$ cat config.mk
export PLATFORM = sky130hd
export DESIGN_NAME = go_back_n_sender_fast_retransmit
export DESIGN_NICKNAME = d
export VERILOG_FILES = /design/src/rtl/gbn_pkg.sv /design/src/rtl/go_back_n_sender_fast_retransmit.sv /design/src/rtl/gbn_front.sv /design/src/rtl/gbn_jobq.sv /design/src/rtl/gbn_back.sv
export SDC_FILE = /design/constraint.sdc
export NUM_CORES = 1
export LEC_CHECK = 0
export ABC_CLOCK_PERIOD_IN_PS = 14800
export BUFFER_PORTS_ARGS = -buffer_cell sky130_fd_sc_hd__buf_2
export CAP_MARGIN = 20
export CORE_ASPECT_RATIO = 0.5
export CORE_MARGIN = 2
export CORE_UTILIZATION = 65
export DETAILED_ROUTE_END_ITERATION = 8
export PLACE_DENSITY = 0.92
export SLEW_MARGIN = 20
export SYNTH_ARGS = -nofsm -noshare
export SYNTH_HDL_FRONTEND = slang
export SYNTH_SLANG_ARGS = --single-unit
$ cat constraint.sdc
create_clock -name clk_i -period 14.8 [get_ports clk_i]
set_clock_uncertainty 0.05 [all_clocks]
set_input_delay 0 -clock clk_i [delete_from_list [all_inputs] [get_ports clk_i]]
set_output_delay 0 -clock clk_i [all_outputs]
set_load 0.01 [all_outputs]
$ cat src/rtl/gbn_pkg.sv
`timescale 1ns / 1ps

package gbn_pkg;

  // Fixed field widths
  localparam int unsigned SegW = 16;
  localparam int unsigned WinW = 5;
  localparam int unsigned ThrW = 3;

  // Largest window the sender honors; wider settings clamp to it
  localparam int unsigned MaxWindow = 16;
  // Width of the sequence space; sequence numbers wrap at 2^SeqWidth
  localparam int unsigned SeqWidth  = 16;

  // Effective window holds up to MaxWindow (at most 127)
  localparam int unsigned WinEffW = 7;
  localparam logic [WinEffW-1:0] MaxWin = WinEffW'(MaxWindow);
  localparam logic [SegW-1:0]    SeqMask = SegW'((64'd1 << SeqWidth) - 64'd1);

  // Input commands
  typedef enum logic [1:0] {
    CmdStart = 2'd0,
    CmdAck   = 2'd1,
    CmdTick  = 2'd2
  } cmd_e;

  // Why a send order was issued
  typedef enum logic [1:0] {
    RsnNone    = 2'd0,
    RsnNew     = 2'd1,
    RsnTimeout = 2'd2,
    RsnFast    = 2'd3
  } reason_e;

  // Configuration register indexes
  typedef enum logic [1:0] {
    CfgWindow  = 2'd0,
    CfgTimeout = 2'd1,
    CfgDupThr  = 2'd2
  } cfg_idx_e;

  // Front-end sequencer states
  typedef enum logic [1:0] {
    FeIdle,
    FeEval,
    FeFill
  } fe_state_e;

  typedef struct packed {
    logic [WinW-1:0] win_len;
    logic [SegW-1:0] timeout_ticks;
    logic [ThrW-1:0] dup_threshold;
  } cfg_t;

  // One job for the back end: a run of send orders, or a done report
  typedef struct packed {
    logic            done;
    reason_e         reason;
    logic [SegW-1:0] first;
    logic [SegW-1:0] stop;
    logic [SegW-1:0] seq;
  } job_t;

endpackage

$ cat src/rtl/go_back_n_sender_fast_retransmit.sv
`timescale 1ns / 1ps

// Go-Back-N sender control with fast retransmit. An input beat (start, ACK
// or tick) that leads to a window fill or a done report passes through the
// front-end steps capture, evaluate and window fill before the next beat is
// taken; a beat that the front end drops (start while active, ACK or tick
// while idle, a tick short of the timeout, an unused command) skips the fill.
// The front end stalls further only when the two-entry job queue is full. The
// back end then emits one result beat per cycle while out_ready_i is high, so
// an item that orders n sends (n at most the window, 16) holds the output for
// n result beats while the front end goes on with later items.
// Configuration is written through cfg_we_i/cfg_idx_i/cfg_data_i while the
// block is idle; index 0 is the window size, 1 the timeout in ticks, 2 the
// duplicate ACK threshold.
module go_back_n_sender_fast_retransmit (
  input  logic                     clk_i,
  input  logic                     rst_ni,
  input  logic                     cfg_we_i,
  input  logic [1:0]               cfg_idx_i,
  input  logic [gbn_pkg::SegW-1:0] cfg_data_i,
  input  logic                     in_valid_i,
  output logic                     in_ready_o,
  input  logic [1:0]               cmd_i,
  input  logic [gbn_pkg::SegW-1:0] segment_count_i,
  input  logic [gbn_pkg::SegW-1:0] ack_seq_i,
  input  logic                     ack_ok_i,
  output logic                     out_valid_o,
  input  logic                     out_ready_i,
  output logic                     send_valid_o,
  output logic [gbn_pkg::SegW-1:0] send_index_o,
  output logic [gbn_pkg::SegW-1:0] send_seq_o,
  output logic [1:0]               send_reason_o,
  output logic                     done_res_o,
  output logic                     last_o
);

  gbn_pkg::cfg_t cfg_q;
  logic          push;
  gbn_pkg::job_t push_job;
  logic          full;
  logic          pop;
  gbn_pkg::job_t pop_job;
  logic          empty;

  // Configuration registers
  always_ff @(posedge clk_i or negedge rst_ni) begin
    if (!rst_ni) begin
      cfg_q.win_len       <= gbn_pkg::WinW'(5);
      cfg_q.timeout_ticks <= gbn_pkg::SegW'(1000);
      cfg_q.dup_threshold <= gbn_pkg::ThrW'(3);
    end else if (cfg_we_i) begin
      unique case (cfg_idx_i)
        gbn_pkg::CfgWindow:  cfg_q.win_len       <= cfg_data_i[gbn_pkg::WinW-1:0];
        gbn_pkg::CfgTimeout: cfg_q.timeout_ticks <= cfg_data_i;
        gbn_pkg::CfgDupThr:  cfg_q.dup_threshold <= cfg_data_i[gbn_pkg::ThrW-1:0];
        default: ;
      endcase
    end
  end

  gbn_front u_front (
    .clk_i           (clk_i),
    .rst_ni          (rst_ni),
    .cfg_i           (cfg_q),
    .in_valid_i      (in_valid_i),
    .in_ready_o      (in_ready_o),
    .cmd_i           (cmd_i),
    .segment_count_i (segment_count_i),
    .ack_seq_i       (ack_seq_i),
    .ack_ok_i        (ack_ok_i),
    .push_o          (push),
    .push_job_o      (push_job),
    .full_i          (full)
  );

  gbn_jobq u_jobq (
    .clk_i      (clk_i),
    .rst_ni     (rst_ni),
    .push_i     (push),
    .push_job_i (push_job),
    .full_o     (full),
    .pop_i      (pop),
    .pop_job_o  (pop_job),
    .empty_o    (empty)
  );

  gbn_back u_back (
    .clk_i         (clk_i),
    .rst_ni        (rst_ni),
    .empty_i       (empty),
    .job_i         (pop_job),
    .pop_o         (pop),
    .out_valid_o   (out_valid_o),
    .out_ready_i   (out_ready_i),
    .send_valid_o  (send_valid_o),
    .send_index_o  (send_index_o),
    .send_seq_o    (send_seq_o),
    .send_reason_o (send_reason_o),
    .done_res_o    (done_res_o),
    .last_o        (last_o)
  );

endmodule

$ cat src/rtl/gbn_front.sv
`timescale 1ns / 1ps

module gbn_front (
  input  logic                             clk_i,
  input  logic                             rst_ni,
  input  gbn_pkg::cfg_t                    cfg_i,
  input  logic                             in_valid_i,
  output logic                             in_ready_o,
  input  logic [1:0]                       cmd_i,
  input  logic [gbn_pkg::SegW-1:0]         segment_count_i,
  input  logic [gbn_pkg::SegW-1:0]         ack_seq_i,
  input  logic                             ack_ok_i,
  output logic                             push_o,
  output gbn_pkg::job_t                    push_job_o,
  input  logic                             full_i
);

  gbn_pkg::fe_state_e state_q, state_d;

  // Latched item
  logic [1:0]                cmd_q;
  logic [gbn_pkg::SegW-1:0]  count_q;
  logic [gbn_pkg::SegW-1:0]  ack_q;
  logic                      ok_q;

  // Protocol state
  logic                      active_q, active_d;
  logic [gbn_pkg::SegW-1:0]  base_q, base_d;
  logic [gbn_pkg::SegW-1:0]  next_q, next_d;
  logic [gbn_pkg::SegW-1:0]  total_q, total_d;
  logic [gbn_pkg::SegW-1:0]  start_q, start_d;
  logic [gbn_pkg::SegW-1:0]  last_ack_q, last_ack_d;
  logic [gbn_pkg::ThrW-1:0]  dup_q, dup_d;
  logic [gbn_pkg::SegW-1:0]  fmark_q, fmark_d;
  logic [gbn_pkg::SegW-1:0]  timer_q, timer_d;
  logic                      finish_q, finish_d;
  gbn_pkg::reason_e          reason_q, reason_d;

  logic                      accept;
  logic                      go_fill;
  logic                      fill_done;
  logic                      push;

  logic [gbn_pkg::WinEffW-1:0] win_eff;
  logic [gbn_pkg::ThrW-1:0]    thr_eff;
  logic [gbn_pkg::SegW:0]      diff;
  logic                        in_range;
  logic [gbn_pkg::ThrW-1:0]    dup_inc;
  logic [gbn_pkg::SegW-1:0]    timer_inc;
  logic [gbn_pkg::SegW-1:0]    nx;
  logic [gbn_pkg::SegW:0]      limit;
  logic [gbn_pkg::SegW:0]      stop;
  logic                        has_send;

  assign in_ready_o = (state_q == gbn_pkg::FeIdle);
  assign accept     = in_valid_i && in_ready_o;

  // Clamp window and threshold to their working ranges
  always_comb begin
    if (cfg_i.win_len == '0) begin
      win_eff = gbn_pkg::WinEffW'(1);
    end else if (gbn_pkg::WinEffW'(cfg_i.win_len) > gbn_pkg::MaxWin) begin
      win_eff = gbn_pkg::MaxWin;
    end else begin
      win_eff = gbn_pkg::WinEffW'(cfg_i.win_len);
    end
    thr_eff = (cfg_i.dup_threshold == '0) ? gbn_pkg::ThrW'(1) : cfg_i.dup_threshold;
  end

  // ACK index relative to the start sequence, signed
  assign diff     = {1'b0, ack_q} - {1'b0, start_q};
  assign in_range = !diff[gbn_pkg::SegW] && (diff[gbn_pkg::SegW-1:0] >= base_q)
                    && (diff[gbn_pkg::SegW-1:0] < total_q);
  assign dup_inc   = dup_q + gbn_pkg::ThrW'(1);
  assign timer_inc = (timer_q == '1) ? timer_q : timer_q + gbn_pkg::SegW'(1);

  // Window range: send from max(next, base) up to min(total, base + window)
  assign nx       = (next_q < base_q) ? base_q : next_q;
  assign limit    = {1'b0, base_q} + (gbn_pkg::SegW + 1)'(win_eff);
  assign stop     = ({1'b0, total_q} < limit) ? {1'b0, total_q} : limit;
  assign has_send = ({1'b0, nx} < stop);

  // Next state
  always_comb begin
    state_d = state_q;
    unique case (state_q)
      gbn_pkg::FeIdle: if (accept) state_d = gbn_pkg::FeEval;
      gbn_pkg::FeEval: state_d = go_fill ? gbn_pkg::FeFill : gbn_pkg::FeIdle;
      gbn_pkg::FeFill: if (fill_done) state_d = gbn_pkg::FeIdle;
      default:         state_d = gbn_pkg::FeIdle;
    endcase
  end

  // Evaluate the item, then fill the window or report done
  always_comb begin
    active_d   = active_q;
    base_d     = base_q;
    next_d     = next_q;
    total_d    = total_q;
    start_d    = start_q;
    last_ack_d = last_ack_q;
    dup_d      = dup_q;
    fmark_d    = fmark_q;
    timer_d    = timer_q;
    finish_d   = finish_q;
    reason_d   = reason_q;
    go_fill    = 1'b0;
    push       = 1'b0;
    push_job_o = '0;

    unique case (state_q)
      gbn_pkg::FeEval: begin
        unique case (cmd_q)
          gbn_pkg::CmdStart: begin
            if (!active_q) begin
              active_d   = 1'b1;
              total_d    = count_q;
              base_d     = '0;
              next_d     = '0;
              last_ack_d = '0;
              dup_d      = '0;
              fmark_d    = '0;
              timer_d    = '0;
              finish_d   = 1'b1;
              reason_d   = gbn_pkg::RsnNew;
              go_fill    = 1'b1;
            end
          end
          gbn_pkg::CmdAck: begin
            if (active_q) begin
              timer_d  = '0;
              finish_d = 1'b1;
              reason_d = gbn_pkg::RsnNew;
              go_fill  = 1'b1;
              if (ok_q) begin
                if (ack_q == last_ack_q) begin
                  // Duplicate: count it unless it already caused a fast resend
                  if (fmark_q != ack_q) begin
                    if (dup_inc >= thr_eff) begin
                      next_d   = base_q;
                      fmark_d  = ack_q;
                      dup_d    = '0;
                      reason_d = gbn_pkg::RsnFast;
                    end else begin
                      dup_d = dup_inc;
                    end
                  end
                end else if (ack_q > last_ack_q) begin
                  // Higher ACK: advance base when it lies inside the transfer
                  last_ack_d = ack_q;
                  dup_d      = '0;
                  fmark_d    = '0;
                  if (in_range) begin
                    base_d = diff[gbn_pkg::SegW-1:0] + gbn_pkg::SegW'(1);
                  end
                end
              end
            end
          end
          gbn_pkg::CmdTick: begin
            if (active_q) begin
              if (timer_inc >= cfg_i.timeout_ticks) begin
                timer_d  = '0;
                next_d   = base_q;
                finish_d = 1'b0;
                reason_d = gbn_pkg::RsnTimeout;
                go_fill  = 1'b1;
              end else begin
                timer_d = timer_inc;
              end
            end
          end
          default: ;
        endcase
      end
      gbn_pkg::FeFill: begin
        if (finish_q && (base_q >= total_q)) begin
          push              = 1'b1;
          push_job_o.done   = 1'b1;
          push_job_o.reason = gbn_pkg::RsnNone;
          if (!full_i) begin
            active_d = 1'b0;
            start_d  = (start_q + total_q) & gbn_pkg::SeqMask;
          end
        end else if (has_send) begin
          push              = 1'b1;
          push_job_o.reason = reason_q;
          push_job_o.first  = nx;
          push_job_o.stop   = stop[gbn_pkg::SegW-1:0];
          push_job_o.seq    = (start_q + nx) & gbn_pkg::SeqMask;
          if (!full_i) next_d = stop[gbn_pkg::SegW-1:0];
        end else begin
          next_d = nx;
        end
      end
      default: ;
    endcase
  end

  assign fill_done = !push || !full_i;
  assign push_o    = push;

  // Hold the accepted beat
  always_ff @(posedge clk_i) begin
    if (accept) begin
      cmd_q   <= cmd_i;
      count_q <= segment_count_i;
      ack_q   <= ack_seq_i;
      ok_q    <= ack_ok_i;
    end
  end

  always_ff @(posedge clk_i or negedge rst_ni) begin
    if (!rst_ni) begin
      state_q    <= gbn_pkg::FeIdle;
      active_q   <= 1'b0;
      base_q     <= '0;
      next_q     <= '0;
      total_q    <= '0;
      start_q    <= gbn_pkg::SegW'(1);
      last_ack_q <= '0;
      dup_q      <= '0;
      fmark_q    <= '0;
      timer_q    <= '0;
      finish_q   <= 1'b0;
      reason_q   <= gbn_pkg::RsnNone;
    end else begin
      state_q    <= state_d;
      active_q   <= active_d;
      base_q     <= base_d;
      next_q     <= next_d;
      total_q    <= total_d;
      start_q    <= start_d;
      last_ack_q <= last_ack_d;
      dup_q      <= dup_d;
      fmark_q    <= fmark_d;
      timer_q    <= timer_d;
      finish_q   <= finish_d;
      reason_q   <= reason_d;
    end
  end

endmodule

$ cat src/rtl/gbn_jobq.sv
`timescale 1ns / 1ps

module gbn_jobq (
  input  logic          clk_i,
  input  logic          rst_ni,
  input  logic          push_i,
  input  gbn_pkg::job_t push_job_i,
  output logic          full_o,
  input  logic          pop_i,
  output gbn_pkg::job_t pop_job_o,
  output logic          empty_o
);

  gbn_pkg::job_t mem_q [2];
  logic          wr_ptr_q;
  logic          rd_ptr_q;
  logic [1:0]    cnt_q;
  logic          do_push;
  logic          do_pop;

  assign full_o    = (cnt_q == 2'd2);
  assign empty_o   = (cnt_q == 2'd0);
  assign do_push   = push_i && !full_o;
  assign do_pop    = pop_i && !empty_o;
  assign pop_job_o = mem_q[rd_ptr_q];

  // Store incoming jobs
  always_ff @(posedge clk_i) begin
    if (do_push) mem_q[wr_ptr_q] <= push_job_i;
  end

  // Advance pointers and fill count
  always_ff @(posedge clk_i or negedge rst_ni) begin
    if (!rst_ni) begin
      wr_ptr_q <= 1'b0;
      rd_ptr_q <= 1'b0;
      cnt_q    <= 2'd0;
    end else begin
      if (do_push) wr_ptr_q <= ~wr_ptr_q;
      if (do_pop)  rd_ptr_q <= ~rd_ptr_q;
      if (do_push && !do_pop) begin
        cnt_q <= cnt_q + 2'd1;
      end else if (do_pop && !do_push) begin
        cnt_q <= cnt_q - 2'd1;
      end
    end
  end

`ifndef SYNTHESIS
  a_no_pop_empty: assert property (@(posedge clk_i) disable iff (!rst_ni)
    pop_i |-> !empty_o)
    else $error("job queue popped while empty");
`endif

endmodule

$ cat src/rtl/gbn_back.sv
`timescale 1ns / 1ps

module gbn_back (
  input  logic                     clk_i,
  input  logic                     rst_ni,
  input  logic                     empty_i,
  input  gbn_pkg::job_t            job_i,
  output logic                     pop_o,
  output logic                     out_valid_o,
  input  logic                     out_ready_i,
  output logic                     send_valid_o,
  output logic [gbn_pkg::SegW-1:0] send_index_o,
  output logic [gbn_pkg::SegW-1:0] send_seq_o,
  output logic [1:0]               send_reason_o,
  output logic                     done_res_o,
  output logic                     last_o
);

  logic                     busy_q;
  logic                     done_q;
  gbn_pkg::reason_e         reason_q;
  logic [gbn_pkg::SegW-1:0] idx_q;
  logic [gbn_pkg::SegW-1:0] stop_q;
  logic [gbn_pkg::SegW-1:0] seq_q;

  logic is_last;
  logic take;
  logic free;

  assign is_last = done_q || (({1'b0, idx_q} + 17'd1) == {1'b0, stop_q});
  assign take    = busy_q && out_ready_i;
  assign free    = !busy_q || (take && is_last);
  assign pop_o   = free && !empty_i;

  // Drive the result beat from the current job
  assign out_valid_o   = busy_q;
  assign send_valid_o  = !done_q;
  assign send_index_o  = done_q ? '0 : idx_q;
  assign send_seq_o    = done_q ? '0 : seq_q;
  assign send_reason_o = done_q ? 2'(gbn_pkg::RsnNone) : reason_q;
  assign done_res_o    = done_q;
  assign last_o        = is_last;

  // Load a new job, or step through the current run
  always_ff @(posedge clk_i) begin
    if (pop_o) begin
      done_q   <= job_i.done;
      reason_q <= job_i.reason;
      idx_q    <= job_i.first;
      stop_q   <= job_i.stop;
      seq_q    <= job_i.seq;
    end else if (take && !is_last) begin
      idx_q <= idx_q + gbn_pkg::SegW'(1);
      seq_q <= (seq_q + gbn_pkg::SegW'(1)) & gbn_pkg::SeqMask;
    end
  end

  always_ff @(posedge clk_i or negedge rst_ni) begin
    if (!rst_ni) begin
      busy_q <= 1'b0;
    end else if (pop_o) begin
      busy_q <= 1'b1;
    end else if (take && is_last) begin
      busy_q <= 1'b0;
    end
  end

`ifndef SYNTHESIS
  a_done_is_last: assert property (@(posedge clk_i) disable iff (!rst_ni)
    out_valid_o && done_res_o |-> last_o)
    else $error("done beat not marked last");
  a_send_has_reason: assert property (@(posedge clk_i) disable iff (!rst_ni)
    out_valid_o && send_valid_o |-> send_reason_o != 2'(gbn_pkg::RsnNone))
    else $error("send beat without reason");
  a_run_in_bounds: assert property (@(posedge clk_i) disable iff (!rst_ni)
    busy_q && !done_q |-> idx_q < stop_q)
    else $error("send index ran past end of run");
`endif

endmodule

==> out/results.txt <==
gpl congestion: 0.959
unrepaired setup endpoints after global routing: no
Final min period: 8.00 ns
Pre-antenna DRT Iters: 7
CP Data Required Time: 14.95 ns
Sum Neg Setup Slack: 0 ns
Reg area: 9410 sq um
largest net degree at the start of global routing: 111
global route overflow: 0
post-synthesis instance total: 1994
Worst R2R End: u_jobq.mem_q[1][29]
Mean Syn Cell Area: 10.5 sq um
crit path max fanout: 51
Tot Pwr: 5.13 mW
max cap viols: 0
Slew @ Worst Pin: 1.04 ns
CORE AREA: 31700 sq um
most frequent cells in the layout: ha_1 (189), edfxtp_1 (188), nand2_1 (178)
die area: 33800 sq um
vias in the first global route: 15.8k
global-route wire length before repair: 84300 um
nets: 2378
Total Routed Length: 53500 um
main flop type after synthesis: edfxtp_1
Yosys cell types: 83
clock slew seen by the registers of the worst setup and hold paths: 0.08 ns
Regs by FF count: u_jobq.mem_q (102), cfg_q (24)
EDFF count, synth: 188
Setup Fix Bufs, Post-CTS: 0
Fmax achieved: 0.125 GHz
post-DR wirelength/cell: 20.7 um
P&R area growth vs syn: 11.5%
worst vdd ir: 0.177 mV
Vias: 16.1k
CP dominant cell by count: nor2_1
H-tree levels: 1
synth top area cells: edfxtp_1 (27%), dfrtp_1 (17%), ha_1 (11%)
Crit path largest cell delay: 0.65 ns
Final period util: 54.1%
multi-input combinational cell area: 10700 sq um
post-cts gate resize count: 0
Max Root-Sink Buffers: 3
Pins Over Slew Limit: 0
sequential element share of the synthesized area: 44.9%
status: finished, final reports clean
Min-Delay Path Class: in2async
Die Ht: 131 um
DR DRC count: 0
Hold Fails Final Rpt: 0
Top reg by flops: u_jobq.mem_q
Max-slew headroom: 30.3%
worst setup margin: 6.80 ns
Leakage: 9.91 nW
Detail Placement HPWL: 36800 um
Synth Net Count: 2245
nature of the critical path endpoint: register
CP Data Arrival Time: 8.15 ns
Mapped Area: 21000 sq um
clk_lat worst skew: 0.58 ns
Clock Root Buffer: clkbuf_16
max FFs per register: 102
reg2reg start: cfg_q[22]
YS warnings: 0
port bufs: 96
Final ANT Viol Nets: 0
Fill cells: 2080
vias per inst: 6.24
commonest non-fill, non-tap cell in the layout: ha_1
GRT Total Usage: 32.0%
Fin Hold WS: 0.0386 ns
r2r setup slk: 6.80 ns
CP startpoint kind: register
Die Width: 258 um
Finish-stage setup viols: 0
Register-to-Register Path Depth: 32
initial antenna violation count: 1
TritonCTS clock tree: done
Top Ports: 97
Place WS: 7.01 ns
Initial DRC Count: 1576
cell taking the most area after synthesis: edfxtp_1
clock sink total: 338
Synth top area share: 26.9%
TritonCTS buffer count: 30
share of cells above drive strength 1: 13.6%
Initial Utilization: 66.1%
cell at the slowest stage of the critical path: and2_4
WS Path Type: reg2reg
Rows: 46
pwr/cell area: 220 nW/um^2
Yosys reg bits: 338
FFs w/ async S/R, synth: 44.4%
## layout make-up
type	count	area share (%)
multi-input cells	1440	45.9
flip-flops and latches	338	40.3
repair buffers	166	4.97
clock buffers	38	3.47
inverters	151	2.42
well taps	432	2.31
clock inverters	18	0.631
diodes	1	0.0107
## stage by stage
stage	cells	area, sq um	util, %
6_report	2584	23400	73.7
4_1_cts	2583	23400	73.7
2_1_floorplan	1994	21000	-
5_1_grt	2583	23400	73.7
3_5_place_dp	2468	21800	68.8
3_3_place_gp	2468	21800	68.8
## worst max path at each step
stage,from,to,slack (ns),cells after the start
floorplan,cfg_q[22],u_jobq.mem_q[0][0],5.15,30
global placement,cfg_q[22],u_jobq.mem_q[1][28],6.79,32
detailed placement,cfg_q[22],u_jobq.mem_q[1][46],7.01,32
CTS,cfg_q[22],u_jobq.mem_q[1][43],6.96,32
global route,cfg_q[22],u_jobq.mem_q[1][45],6.33,32
finish,cfg_q[22],u_jobq.mem_q[1][29],6.80,32
## per-layer routing
| metal | vias up | global-route usage, % | wire length, um | part of all wire, % |
|---|---|---|---|---|
| li1 | 7429 | - | - | - |
| met3 | 158 | 4.94 | 4460 | 8.3 |
| met4 | 0 | 10.0 | 1710 | 3.2 |
| met5 | - | 0 | 0 | 0 |
| met1 | 7739 | 43.3 | 22500 | 42 |
| met2 | 797 | 54.0 | 24800 | 46 |
## repair_timing
item,in CTS,in global routing
setup endpoints to repair,0,0
hold endpoints to repair,163,0
hold buffers,59,0
## power breakdown
| part | leakage [nW] | switching [mW] | internal, mW |
|---|---|---|---|
| Sequential | 3.77 | 0.233 | 1.25 |
| Clock | 0.467 | 0.364 | 0.424 |
| Combinational | 5.67 | 1.73 | 1.13 |
| Total | 9.91 | 2.33 | 2.80 |
## critical path, delay by kind of cell, from the launching register on
kind | cells | cell delay [ns]
AOI/OAI and AO/OA | 14 | 3.25
xor gates and xnor gates | 1 | 0.24
adders and majority gates | 4 | 1.25
buffers and inverters | 2 | 0.13
DFF | 1 | 0.39
and+or+nand+nor | 11 | 2.25
## synth_stat cells (23+ instances only)
master and instances:
nand4_1 30, nor2b_1 54, dfrtp_1 139, clkbuf_1 54
nand2b_1 33, xor2_1 61, mux2_2 83, a21o_1 38
nor3_1 23, xnor2_1 80, and3_1 27, ha_1 189
o21ai_0 119, nand2_1 178, nand3_1 54, inv_1 151
edfxtp_1 188, a21oi_1 74, o31ai_1 23, mux2i_1 76
nor2_1 109
## cells by family after synthesis
| group | after synthesis | share of synthesized area, % |
|---|---|---|
| AOI/OAI and AO/OA | 369 | 11.7 |
| xor gates and xnor gates | 142 | 5.97 |
| adders and majority gates | 193 | 11.7 |
| buffers and inverters | 216 | 4.00 |
| DFF | 338 | 44.9 |
| muxes | 160 | 8.15 |
| and+or+nand+nor | 576 | 13.7 |
No activity file was read; power rests on OpenSTA's default activity.
